--- src/design/lfp_pkg.sv ---
package lfp_pkg;

	// Field and datapath widths fixed by the block's interface
	localparam int GAIN_W       = 16;
	localparam int SPIN_W       = 14;
	localparam int INTEG_W      = 32;
	localparam int PROD_W       = GAIN_W + 1 + INTEG_W;
	localparam int ACC_W        = PROD_W + 2;
	localparam int DRIVE_W      = 16;
	localparam int CFG_INDEX_W  = 4;
	localparam int CFG_DATA_W   = 16;
	localparam int QUEUE_DEPTH  = 2;

	// Configuration register indexes
	localparam logic [CFG_INDEX_W-1:0] CFG_KP_GAIN      = 4'd0;
	localparam logic [CFG_INDEX_W-1:0] CFG_KI_GAIN      = 4'd1;
	localparam logic [CFG_INDEX_W-1:0] CFG_KD_GAIN      = 4'd2;
	localparam logic [CFG_INDEX_W-1:0] CFG_SEARCH_DRIVE = 4'd3;

	// Sensor position weights in tenths, from the centre outward
	localparam int WEIGHT_TENTHS [8] = '{2, 8, 18, 34, 50, 66, 82, 98};

	// Classification of one reading, handed from front to back
	typedef struct packed {
		logic none_seen;
		logic turn_neg;
		logic turn_pos;
	} lfp_flags_t;

	localparam int FLAGS_W = $bits(lfp_flags_t);

	typedef struct packed {
		logic [GAIN_W-1:0] kp;
		logic [GAIN_W-1:0] ki;
		logic [GAIN_W-1:0] kd;
		logic [SPIN_W-1:0] search_drive;
	} lfp_gains_t;

	typedef enum logic [1:0] {
		DIR_NONE,
		DIR_NEG,
		DIR_POS
	} lfp_dir_t;

	typedef enum logic [2:0] {
		ST_IDLE,
		ST_MUL_P,
		ST_MUL_I,
		ST_MUL_D,
		ST_ACC,
		ST_CLAMP
	} lfp_state_t;

endpackage

--- src/design/line_follow_pid_controller.sv ---
// Line-following PID controller. Each reading of the line sensors (bit clear = line seen)
// gives one pair of motor drives in signed fixed point with FRACTION_BITS fraction bits,
// or none for the first seeing reading after the line was lost. A three-stage front
// weighs the sensors and divides by the count with a reciprocal multiply; a two-entry
// queue then feeds the back, which steps one 17x32 multiplier through the P, I and D
// terms. A tracking reading holds the back until the clamp state loads the output, which
// waits on a stalled output; lost-line and search-exit readings are taken from idle.
// Gains are written through the configuration channel, which is always ready; the user
// must write them only while no reading is in flight, as the block does not enforce it.
module line_follow_pid_controller
	import lfp_pkg::*;
#(
	parameter int SENSOR_COUNT  = 8,
	parameter int FRACTION_BITS = 12
) (
	input  logic                      clk,
	input  logic                      arst_n,
	input  logic                      in_valid,
	output logic                      in_ready,
	input  logic [7:0]                sensor_bits,
	output logic                      out_valid,
	input  logic                      out_ready,
	output logic signed [DRIVE_W-1:0] left_drive,
	output logic signed [DRIVE_W-1:0] right_drive,
	output logic                      line_lost,
	input  logic                      cfg_valid,
	output logic                      cfg_ready,
	input  logic [CFG_INDEX_W-1:0]    cfg_index,
	input  logic [CFG_DATA_W-1:0]     cfg_data
);

	localparam int ERR_W   = FRACTION_BITS + 5;
	localparam int ENTRY_W = FLAGS_W + ERR_W;
	localparam logic [31:0] KP_RESET = (32'd3 << FRACTION_BITS) >> 1;
	localparam logic [31:0] KD_RESET = 32'd2 << FRACTION_BITS;

	lfp_gains_t              gains_q;
	logic                    f_valid, f_ready;
	lfp_flags_t              f_flags;
	logic signed [ERR_W-1:0] f_error;
	logic                    b_valid, b_ready;
	logic [ENTRY_W-1:0]      q_wdata, q_rdata;

	assign cfg_ready = 1'b1;

	// Gain and spin registers
	always_ff @(posedge clk or negedge arst_n) begin
		if (!arst_n) begin
			gains_q.kp           <= KP_RESET[GAIN_W-1:0];
			gains_q.ki           <= '0;
			gains_q.kd           <= KD_RESET[GAIN_W-1:0];
			gains_q.search_drive <= 14'd8192;
		end else if (cfg_valid && cfg_ready) begin
			case (cfg_index)
				CFG_KP_GAIN:      gains_q.kp           <= cfg_data;
				CFG_KI_GAIN:      gains_q.ki           <= cfg_data;
				CFG_KD_GAIN:      gains_q.kd           <= cfg_data;
				CFG_SEARCH_DRIVE: gains_q.search_drive <= cfg_data[SPIN_W-1:0];
				default:          gains_q              <= gains_q;
			endcase
		end
	end

	lfp_front #(
		.SENSOR_COUNT  (SENSOR_COUNT),
		.FRACTION_BITS (FRACTION_BITS)
	) u_front (
		.clk         (clk),
		.arst_n      (arst_n),
		.in_valid    (in_valid),
		.in_ready    (in_ready),
		.sensor_bits (sensor_bits),
		.push_valid  (f_valid),
		.push_ready  (f_ready),
		.push_flags  (f_flags),
		.push_error  (f_error)
	);

	assign q_wdata = {f_flags, f_error};

	lfp_queue #(
		.WIDTH (ENTRY_W)
	) u_queue (
		.clk        (clk),
		.arst_n     (arst_n),
		.push_valid (f_valid),
		.push_ready (f_ready),
		.push_data  (q_wdata),
		.pop_valid  (b_valid),
		.pop_ready  (b_ready),
		.pop_data   (q_rdata)
	);

	lfp_back #(
		.FRACTION_BITS (FRACTION_BITS)
	) u_back (
		.clk         (clk),
		.arst_n      (arst_n),
		.pop_valid   (b_valid),
		.pop_ready   (b_ready),
		.head_flags  (lfp_flags_t'(q_rdata[ERR_W +: FLAGS_W])),
		.head_error  ($signed(q_rdata[ERR_W-1:0])),
		.gains       (gains_q),
		.out_valid   (out_valid),
		.out_ready   (out_ready),
		.left_drive  (left_drive),
		.right_drive (right_drive),
		.line_lost   (line_lost)
	);

endmodule

--- src/design/lfp_front.sv ---
module lfp_front
	import lfp_pkg::*;
#(
	parameter int SENSOR_COUNT  = 8,
	parameter int FRACTION_BITS = 12
) (
	input  logic                            clk,
	input  logic                            arst_n,
	input  logic                            in_valid,
	output logic                            in_ready,
	input  logic [7:0]                      sensor_bits,
	output logic                            push_valid,
	input  logic                            push_ready,
	output lfp_flags_t                      push_flags,
	output logic signed [FRACTION_BITS+4:0] push_error
);

	localparam int ERR_W = FRACTION_BITS + 5;
	localparam int SUM_W = FRACTION_BITS + 7;
	localparam int MAG_W = SUM_W - 1;
	localparam int RCP_W = MAG_W + 1;
	localparam int MP_W  = MAG_W + RCP_W;
	localparam int REM_W = MAG_W + 4;
	localparam int CNT_W = 4;
	localparam int OUTER_HI = SENSOR_COUNT - 1;

	// Reciprocals of each count of seeing sensors, scaled by two to the magnitude width
	localparam longint unsigned RCP_BASE = 64'd1 << MAG_W;
	localparam longint unsigned RCP_2 = RCP_BASE / 2;
	localparam longint unsigned RCP_3 = RCP_BASE / 3;
	localparam longint unsigned RCP_4 = RCP_BASE / 4;
	localparam longint unsigned RCP_5 = RCP_BASE / 5;
	localparam longint unsigned RCP_6 = RCP_BASE / 6;
	localparam longint unsigned RCP_7 = RCP_BASE / 7;
	localparam longint unsigned RCP_8 = RCP_BASE / 8;

	function automatic int weight_fx(int idx);
		int half;
		int span;
		half = SENSOR_COUNT / 2;
		weight_fx = 0;
		if (idx < half) begin
			span = half - 1 - idx;
			weight_fx = (WEIGHT_TENTHS[span & 7] * (1 << FRACTION_BITS) + 5) / 10;
		end else if (idx >= SENSOR_COUNT - half) begin
			span = idx - (SENSOR_COUNT - half);
			weight_fx = -((WEIGHT_TENTHS[span & 7] * (1 << FRACTION_BITS) + 5) / 10);
		end
	endfunction

	logic                    adv;
	logic [7:0]              seen;
	logic signed [SUM_W-1:0] term [8];
	logic signed [SUM_W-1:0] sum;
	logic signed [SUM_W-1:0] sum_abs;
	logic [CNT_W-1:0]        cnt;
	logic                    turn_pos;
	lfp_flags_t              flags;

	logic                    v_s1, v_s2, v_s3;
	logic [MAG_W-1:0]        mag_s1, mag_s2;
	logic                    neg_s1, neg_s2;
	logic [CNT_W-1:0]        cnt_s1, cnt_s2;
	lfp_flags_t              flags_s1, flags_s2, flags_s3;
	logic [MAG_W-1:0]        quo_s2;
	logic signed [ERR_W-1:0] err_s3;

	logic [RCP_W-1:0]        rcp;
	logic [MP_W-1:0]         rcp_prod;
	logic [REM_W-1:0]        rem;
	logic [MAG_W-1:0]        quo;
	logic [ERR_W-1:0]        quo_mag;

	// Whole pipe moves together; it stalls only when the queue refuses a transfer
	assign adv        = !v_s3 || push_ready;
	assign in_ready   = adv;
	assign push_valid = v_s3;
	assign push_flags = flags_s3;
	assign push_error = err_s3;

	// Map each sensor to its seen bit and its weighted term
	for (genvar g = 0; g < 8; g++) begin : g_sensor
		localparam int WEIGHT = weight_fx(g);
		if (g < SENSOR_COUNT) begin : g_used
			assign seen[g] = ~sensor_bits[g];
		end else begin : g_unused
			assign seen[g] = 1'b0;
		end
		assign term[g] = seen[g] ? SUM_W'(WEIGHT) : '0;
	end

	// Outer pair on the high side
	if (OUTER_HI < 8) begin : g_outer
		assign turn_pos = seen[OUTER_HI] & seen[OUTER_HI-1];
	end else begin : g_no_outer
		assign turn_pos = 1'b0;
	end

	// Sum the weights and count the seeing sensors
	always_comb begin
		sum = '0;
		cnt = '0;
		for (int i = 0; i < 8; i++) begin
			sum = sum + term[i];
			cnt = cnt + CNT_W'(seen[i]);
		end
	end

	assign sum_abs         = sum[SUM_W-1] ? -sum : sum;
	assign flags.none_seen = (cnt == '0);
	assign flags.turn_neg  = seen[0] & seen[1];
	assign flags.turn_pos  = turn_pos;

	// Pick the reciprocal of the count
	always_comb begin
		case (cnt_s1)
			4'd1:    rcp = RCP_BASE[RCP_W-1:0];
			4'd2:    rcp = RCP_2[RCP_W-1:0];
			4'd3:    rcp = RCP_3[RCP_W-1:0];
			4'd4:    rcp = RCP_4[RCP_W-1:0];
			4'd5:    rcp = RCP_5[RCP_W-1:0];
			4'd6:    rcp = RCP_6[RCP_W-1:0];
			4'd7:    rcp = RCP_7[RCP_W-1:0];
			4'd8:    rcp = RCP_8[RCP_W-1:0];
			default: rcp = '0;
		endcase
	end

	assign rcp_prod = MP_W'(mag_s1) * MP_W'(rcp);

	// Estimate is low by at most one; correct it from the remainder
	assign rem     = REM_W'(mag_s2) - REM_W'(quo_s2) * REM_W'(cnt_s2);
	assign quo     = quo_s2 + MAG_W'(rem >= REM_W'(cnt_s2));
	assign quo_mag = {1'b0, quo[ERR_W-2:0]};

	// Stage valid flags
	always_ff @(posedge clk or negedge arst_n) begin
		if (!arst_n) begin
			v_s1 <= 1'b0;
			v_s2 <= 1'b0;
			v_s3 <= 1'b0;
		end else if (adv) begin
			v_s1 <= in_valid;
			v_s2 <= v_s1;
			v_s3 <= v_s2;
		end
	end

	// Stage payload
	always_ff @(posedge clk) begin
		if (adv) begin
			mag_s1   <= sum_abs[MAG_W-1:0];
			neg_s1   <= sum[SUM_W-1];
			cnt_s1   <= cnt;
			flags_s1 <= flags;
			mag_s2   <= mag_s1;
			neg_s2   <= neg_s1;
			cnt_s2   <= cnt_s1;
			flags_s2 <= flags_s1;
			quo_s2   <= rcp_prod[2*MAG_W-1:MAG_W];
			flags_s3 <= flags_s2;
			err_s3   <= neg_s2 ? -$signed(quo_mag) : $signed(quo_mag);
		end
	end

endmodule

--- src/design/lfp_queue.sv ---
module lfp_queue
	import lfp_pkg::*;
#(
	parameter int WIDTH = 20
) (
	input  logic             clk,
	input  logic             arst_n,
	input  logic             push_valid,
	output logic             push_ready,
	input  logic [WIDTH-1:0] push_data,
	output logic             pop_valid,
	input  logic             pop_ready,
	output logic [WIDTH-1:0] pop_data
);

	localparam int PTR_W = (QUEUE_DEPTH > 1) ? $clog2(QUEUE_DEPTH) : 1;

	logic [WIDTH-1:0] slot_q [QUEUE_DEPTH];
	logic [PTR_W-1:0] wr_ptr_q, rd_ptr_q;
	logic [PTR_W:0]   fill_q;
	logic             push, pop;

	assign push_ready = (fill_q != (PTR_W+1)'(QUEUE_DEPTH));
	assign pop_valid  = (fill_q != '0);
	assign push       = push_valid && push_ready;
	assign pop        = pop_valid && pop_ready;
	assign pop_data   = slot_q[rd_ptr_q];

	// Advance pointers and fill level
	always_ff @(posedge clk or negedge arst_n) begin
		if (!arst_n) begin
			wr_ptr_q <= '0;
			rd_ptr_q <= '0;
			fill_q   <= '0;
		end else begin
			if (push) begin
				wr_ptr_q <= (wr_ptr_q == PTR_W'(QUEUE_DEPTH-1)) ? '0 : wr_ptr_q + 1'b1;
			end
			if (pop) begin
				rd_ptr_q <= (rd_ptr_q == PTR_W'(QUEUE_DEPTH-1)) ? '0 : rd_ptr_q + 1'b1;
			end
			case ({push, pop})
				2'b10:   fill_q <= fill_q + 1'b1;
				2'b01:   fill_q <= fill_q - 1'b1;
				default: fill_q <= fill_q;
			endcase
		end
	end

	// Store the entry
	always_ff @(posedge clk) begin
		if (push) begin
			slot_q[wr_ptr_q] <= push_data;
		end
	end

endmodule

--- src/design/lfp_back.sv ---
module lfp_back
	import lfp_pkg::*;
#(
	parameter int FRACTION_BITS = 12
) (
	input  logic                            clk,
	input  logic                            arst_n,
	input  logic                            pop_valid,
	output logic                            pop_ready,
	input  lfp_flags_t                      head_flags,
	input  logic signed [FRACTION_BITS+4:0] head_error,
	input  lfp_gains_t                      gains,
	output logic                            out_valid,
	input  logic                            out_ready,
	output logic signed [DRIVE_W-1:0]       left_drive,
	output logic signed [DRIVE_W-1:0]       right_drive,
	output logic                            line_lost
);

	localparam int ERR_W = FRACTION_BITS + 5;
	localparam logic signed [ACC_W:0] ONE_W =
		{{(ACC_W-FRACTION_BITS){1'b0}}, 1'b1, {FRACTION_BITS{1'b0}}};

	lfp_state_t                state_q, state_d;
	lfp_dir_t                  dir_q;
	logic                      searching_q;
	logic signed [ERR_W-1:0]   prev_q;
	logic signed [INTEG_W-1:0] integ_q;
	logic signed [ERR_W:0]     deriv_q;
	logic signed [PROD_W-1:0]  prod_q;
	logic signed [ACC_W-1:0]   acc_q;
	logic                      out_valid_q;
	logic signed [DRIVE_W-1:0] left_q, right_q;
	logic                      lost_q;

	logic                      out_free;
	logic                      load_out;
	logic                      pop;
	logic signed [GAIN_W:0]    mul_a;
	logic signed [INTEG_W-1:0] mul_b;
	logic signed [PROD_W-1:0]  prod;
	logic signed [INTEG_W:0]   integ_sum;
	logic signed [INTEG_W-1:0] integ_next;
	logic [DRIVE_W-1:0]        spin_mag;
	logic signed [DRIVE_W-1:0] spin_left;
	logic signed [ACC_W-1:0]   diff;
	logic signed [ACC_W:0]     left_raw, right_raw;
	logic signed [ACC_W:0]     left_clamped, right_clamped;

	assign out_free    = !out_valid_q || out_ready;
	assign pop         = pop_valid && pop_ready;
	assign out_valid   = out_valid_q;
	assign left_drive  = left_q;
	assign right_drive = right_q;
	assign line_lost   = lost_q;

	// Saturating integral update
	assign integ_sum  = {integ_q[INTEG_W-1], integ_q}
		+ {{(INTEG_W+1-ERR_W){head_error[ERR_W-1]}}, head_error};
	assign integ_next = (integ_sum[INTEG_W] != integ_sum[INTEG_W-1])
		? (integ_sum[INTEG_W] ? {1'b1, {(INTEG_W-1){1'b0}}} : {1'b0, {(INTEG_W-1){1'b1}}})
		: integ_sum[INTEG_W-1:0];

	// Spin command while the line is lost
	assign spin_mag = {1'b0, gains.search_drive, 1'b0};
	always_comb begin
		case (dir_q)
			DIR_NEG: spin_left = -$signed(spin_mag);
			DIR_POS: spin_left = $signed(spin_mag);
			default: spin_left = '0;
		endcase
	end

	// Scale down and clamp the PID sum into the two drives
	assign diff      = acc_q >>> FRACTION_BITS;
	assign left_raw  = ONE_W - {diff[ACC_W-1], diff};
	assign right_raw = ONE_W + {diff[ACC_W-1], diff};
	always_comb begin
		if (left_raw > ONE_W) begin
			left_clamped = ONE_W;
		end else if (left_raw < -ONE_W) begin
			left_clamped = -ONE_W;
		end else begin
			left_clamped = left_raw;
		end
		if (right_raw > ONE_W) begin
			right_clamped = ONE_W;
		end else if (right_raw < -ONE_W) begin
			right_clamped = -ONE_W;
		end else begin
			right_clamped = right_raw;
		end
	end

	// Shared gain multiplier
	assign prod = mul_a * mul_b;

	// Next state, queue pop, output load and multiplier operands
	always_comb begin
		state_d   = state_q;
		pop_ready = 1'b0;
		load_out  = 1'b0;
		mul_a     = '0;
		mul_b     = '0;
		case (state_q)
			ST_IDLE: begin
				if (pop_valid) begin
					if (head_flags.none_seen) begin
						if (out_free) begin
							pop_ready = 1'b1;
							load_out  = 1'b1;
						end
					end else begin
						pop_ready = 1'b1;
						if (!searching_q) begin
							state_d = ST_MUL_P;
						end
					end
				end
			end
			ST_MUL_P: begin
				mul_a   = {1'b0, gains.kp};
				mul_b   = {{(INTEG_W-ERR_W){prev_q[ERR_W-1]}}, prev_q};
				state_d = ST_MUL_I;
			end
			ST_MUL_I: begin
				mul_a   = {1'b0, gains.ki};
				mul_b   = integ_q;
				state_d = ST_MUL_D;
			end
			ST_MUL_D: begin
				mul_a   = {1'b0, gains.kd};
				mul_b   = {{(INTEG_W-ERR_W-1){deriv_q[ERR_W]}}, deriv_q};
				state_d = ST_ACC;
			end
			ST_ACC: begin
				state_d = ST_CLAMP;
			end
			ST_CLAMP: begin
				if (out_free) begin
					load_out = 1'b1;
					state_d  = ST_IDLE;
				end
			end
			default: begin
				state_d = ST_IDLE;
			end
		endcase
	end

	always_ff @(posedge clk or negedge arst_n) begin
		if (!arst_n) begin
			state_q <= ST_IDLE;
		end else begin
			state_q <= state_d;
		end
	end

	// Controller state: search flag, turn direction, last error, integral
	always_ff @(posedge clk or negedge arst_n) begin
		if (!arst_n) begin
			searching_q <= 1'b0;
			dir_q       <= DIR_NONE;
			prev_q      <= '0;
			integ_q     <= '0;
		end else if (pop) begin
			if (head_flags.none_seen) begin
				searching_q <= 1'b1;
			end else if (searching_q) begin
				searching_q <= 1'b0;
			end else begin
				prev_q  <= head_error;
				integ_q <= integ_next;
				if (head_flags.turn_pos) begin
					dir_q <= DIR_POS;
				end else if (head_flags.turn_neg) begin
					dir_q <= DIR_NEG;
				end
			end
		end
	end

	// Derivative, product and accumulator
	always_ff @(posedge clk) begin
		if (pop && state_q == ST_IDLE) begin
			deriv_q <= {head_error[ERR_W-1], head_error} - {prev_q[ERR_W-1], prev_q};
		end
		prod_q <= prod;
		case (state_q)
			ST_MUL_I:        acc_q <= ACC_W'(prod_q);
			ST_MUL_D, ST_ACC: acc_q <= acc_q + ACC_W'(prod_q);
			default:         acc_q <= acc_q;
		endcase
	end

	// Output register: hold until the transfer completes
	always_ff @(posedge clk or negedge arst_n) begin
		if (!arst_n) begin
			out_valid_q <= 1'b0;
		end else if (load_out) begin
			out_valid_q <= 1'b1;
		end else if (out_ready) begin
			out_valid_q <= 1'b0;
		end
	end

	always_ff @(posedge clk) begin
		if (load_out) begin
			if (state_q == ST_CLAMP) begin
				left_q  <= left_clamped[DRIVE_W-1:0];
				right_q <= right_clamped[DRIVE_W-1:0];
				lost_q  <= 1'b0;
			end else begin
				left_q  <= spin_left;
				right_q <= -spin_left;
				lost_q  <= 1'b1;
			end
		end
	end

endmodule

--- config.mk ---
export PLATFORM = sky130hd
export DESIGN_NAME = line_follow_pid_controller
export DESIGN_NICKNAME = d
export VERILOG_FILES = /design/src/design/lfp_pkg.sv /design/src/design/line_follow_pid_controller.sv /design/src/design/lfp_front.sv /design/src/design/lfp_queue.sv /design/src/design/lfp_back.sv
export SDC_FILE = /design/constraint.sdc
export NUM_CORES = 2
export LEC_CHECK = 0
export BUFFER_PORTS_ARGS = -buffer_cell sky130_fd_sc_hd__clkbuf_2
export CAP_MARGIN = 25
export CORE_ASPECT_RATIO = 1.25
export CORE_MARGIN = 4
export CORE_UTILIZATION = 48
export CTS_BUF_LIST = sky130_fd_sc_hd__clkbuf_8 sky130_fd_sc_hd__clkbuf_16
export DETAILED_ROUTE_END_ITERATION = 10
export PLACE_DENSITY = 0.68
export SETUP_SLACK_MARGIN = 0.4
export SLEW_MARGIN = 10
export SYNTH_ARGS = -nofsm -noshare
export SYNTH_HDL_FRONTEND = slang
export SYNTH_SLANG_ARGS = --single-unit
export TNS_END_PERCENT = 10
--- constraint.sdc ---
create_clock -name clk -period 9.3 [get_ports clk]
set_input_delay 0.93 -clock clk [delete_from_list [all_inputs] [get_ports clk]]
set_output_delay 0.93 -clock clk [all_outputs]
set_load 0.02 [all_outputs]
==> metrics.md <==
| Metric | Value |
|---|---|
| DRT Wirelength | `~140000 um` |
| Slew Limit Headroom | `between 20% and 30%` |
| Initial antenna violation count | `3` |
| Setup crit end kind | `flop` |
| # diodes | `0` |
| Unrepaired setup endpoints after global routing | `no` |
| FF-to-FF Start | `u_back.state_q[0]$_DFFE_PN0P_` |
| Global Route Usage Sum | `between 20% and 30%` |
| Clock Pin Slew Worst Setup and Hold Paths | `~0.060 ns` |
| Initial Util | `48.4%` |
| Asr flop ratio synth | `between 20 and 30%` |
| #FFs+latches synth | `418` |
| Mapped Avg Cell Area | `just over 9 sq um` |
| Die Ht | `roughly 390 um` |
| Register area share after synthesis | `approximately a fifth` |
| Largest net degree at the start of global routing | `74` |
| Std cell rows | `about 140` |
| Placeable Area | `around 120000 sq um` |
| Htree depth | `2` |
| Detailed Route Iter0 Violations | `roughly 2800` |
| Worst-margin pin slew | `between 1 and 1.5 ns` |
| Final setup violation count | `0` |
| Synthesis warning total | `0` |
| Most frequent cells in the layout | `inv_1, fa_1, nand2_1` |
| Crit-path max FO | `17` |
| Clk_lat worst skew | `~0.64 ns` |
| Antenna Nets Post-Route | `0` |
| TNS Setup | `0 ns` |
| Period utilization | `between 90% and 100%` |
| Post-synth cell types | `around 110` |
| CTS tree | `yes` |
| Avg WL per Cell | `19.0 um` |
| Number of flops mapped to enable cells by yosys | `between 200 and 250` |
| Total number of vias | `about 42000` |
| Hold crit path type | `input pin to async pin` |
| Maxcap violations | `0` |
| Boundary Pins | `slightly below 70` |
| FF-to-FF path depth | `26` |
| Status | `finished clean` |
| F_max | `roughly 120 MHz` |
| First-pass GRT wire length | `235000 um` |
| Setup crit start kind | `flop` |
| # port buffers | `67` |
| Area growth, synth to finish | `6.53%` |
| GPL Wtd Cong | `around 0.95` |
| DIE WIDTH | `between 300 and 400 um` |
| Die ar. | `about 120000 sq um` |
| Vias in the first global route | `44900` |
| R2r setup slk | `0.85 ns` |
| Clk sinks | `approximately 420` |
| Nets | `between 7000 and 8000` |
| Post-route minimum period | `~8.4 ns` |
| Grt ovf | `0` |
| Post-DP HPWL | `roughly 120000 um` |
| Total CTS buffers | `between 40 and 50` |
| Drc violations | `0` |
| Netlist Area Pre-Place | `between 50000 and 60000 sq um` |
| Worst Path Arrival | `~9 ns` |
| Share of layout cells above drive strength 1 | `7.06%` |
| CP Class | `flop to flop` |
| Commonest non-fill, non-tap cell in the layout | `inv_1` |
| Reg2reg end | `u_back.prod_q[45]$_DFF_P_` |
| Syn_nets | `approximately 7300` |
| Vias per inst | `5.54` |
| Skew final | `roughly 0.054 ns` |
| Fin. max-slew vios | `0` |
| Gate count of the mapped netlist | `between 6000 and 7000` |
| Hold Fails Final Rpt | `0` |
| Primary FF master, synth | `edfxtp_1` |
| TritonRoute pass-1 iters | `8` |
| Cell chosen for the clock root | `clkbuf_16` |
| Required time worst endpoint | `between 9 and 10 ns` |
| Hold Buf Count CTS | `0` |
| Longest Clk Path Bufs | `3` |
==> Yosys cell counts (127+ instances only) <==
cell | count | share of area [%]
nand2_1 | 785 | 5.3
and2_1 | 138 | 1.5
fa_1 | 826 | 30
a21o_1 | 135 | 1.8
inv_1 | 1088 | 7.3
nor3_1 | 127 | 1.1
xnor2_1 | 166 | 2.6
nor2_1 | 327 | 2.2
a21oi_1 | 291 | 2.6
edfxtp_1 | 232 | 13
clkbuf_1 | 226 | 1.5
o21ai_0 | 204 | 1.8
ha_1 | 403 | 9.1
==> flip-flops by register name, indices dropped and copies added (netlist names), 18 cells and up <==
register / cells
gains_q: 62
u_back.acc_q: 51
u_back.prod_q: 49
u_queue.slot_q: 40
u_back.integ_q: 32
u_back.deriv_q: 18
u_front.mag_s1: 18
u_front.mag_s2: 18
u_front.quo_s2: 18
==> through the flow <==
step                      instances  instance area (sq um)  setup slack, ns  util (%)  hold WS (ns)
after global routing           7581                  59300            0.404      51.5         0.367
after floorplan                6044                  55700             1.66         -         0.400
after global placement         7484                  57600            0.484      50.0         0.404
after detailed placement       7489                  57700            0.818      50.1         0.416
after CTS                      7578                  59300            0.784      51.5         0.333
final                          7581                  59300            0.855      51.5         0.330
==> worst max-delay path by stage <==
stage                                   from                   endpoint  slack (ns)
2_1_floorplan  u_back.state_q[1]$_DFFE_PN0P_  u_back.prod_q[45]$_DFF_P_        1.66
3_3_place_gp   u_back.state_q[2]$_DFFE_PN0P_  u_back.prod_q[48]$_DFF_P_        0.48
3_5_place_dp   u_back.state_q[1]$_DFFE_PN0P_  u_back.prod_q[48]$_DFF_P_        0.82
4_1_cts        u_back.state_q[1]$_DFFE_PN0P_  u_back.prod_q[48]$_DFF_P_        0.78
5_1_grt        u_back.state_q[1]$_DFFE_PN0P_  u_back.prod_q[46]$_DFF_P_        0.40
6_report       u_back.state_q[0]$_DFFE_PN0P_  u_back.prod_q[45]$_DFF_P_        0.85
==> area by class of cell <==
cell class                 instances  area, sq um
fill                           10600        55800
multi-input combinational       4277        39300
clock buffer                      55         1300
timing repair buffer             158         1070
sequential                       418        11300
inverter                        1088         4080
tap                             1551         1940
clock inverter                    34          319
==> cells by family after synthesis <==
kind of cell    synth area share, %
mux                            2.36
compound gates                 10.9
xor+xnor                       4.04
buf+inv                        9.28
simple gates                   14.3
fa+ha+maj                      38.8
flops                          20.3
other cells                 0.00673
==> metal layers <==
metal	vias up	GRT usage [%]	part of all wire (%)
li1	19400	-	-
met1	20900	27.5	37
met2	1286	43.9	52
met3	424	2.73	4.8
met4	0	12.8	6.1
met5	-	0	0
==> repair_timing <==
| action | CTS | global route |
|---|---|---|
| buffers inserted | 0 | 0 |
| setup endpoints to repair | 0 | 2 |
| resized for setup | 0 | 1 |
==> critical path: stages, from the launching register on <==
cell     delay (ns)
dfrtp_1        0.60
nor2_2         0.19
buf_4          0.19
a22oi_1        0.14
nor2_2         0.65
buf_4          0.37
nand2_1        0.11
fa_1           0.51
inv_1          0.05
fa_1           0.53
inv_1          0.05
fa_1           0.50
inv_1          0.05
fa_1           0.46
fa_1           0.52
fa_1           0.49
ha_1           0.39
a21o_1         0.19
a21o_1         0.17
a21oi_1        0.23
nand4_1        0.12
nor3b_1        0.42
o31ai_1        0.23
a31o_2         0.35
a31oi_1        0.41
nor4_1         0.09
a311o_1        0.28
Power is left out: the tool's default activity adds up to more than one toggle a clock period on the data nets, which glitch-free logic cannot reach.
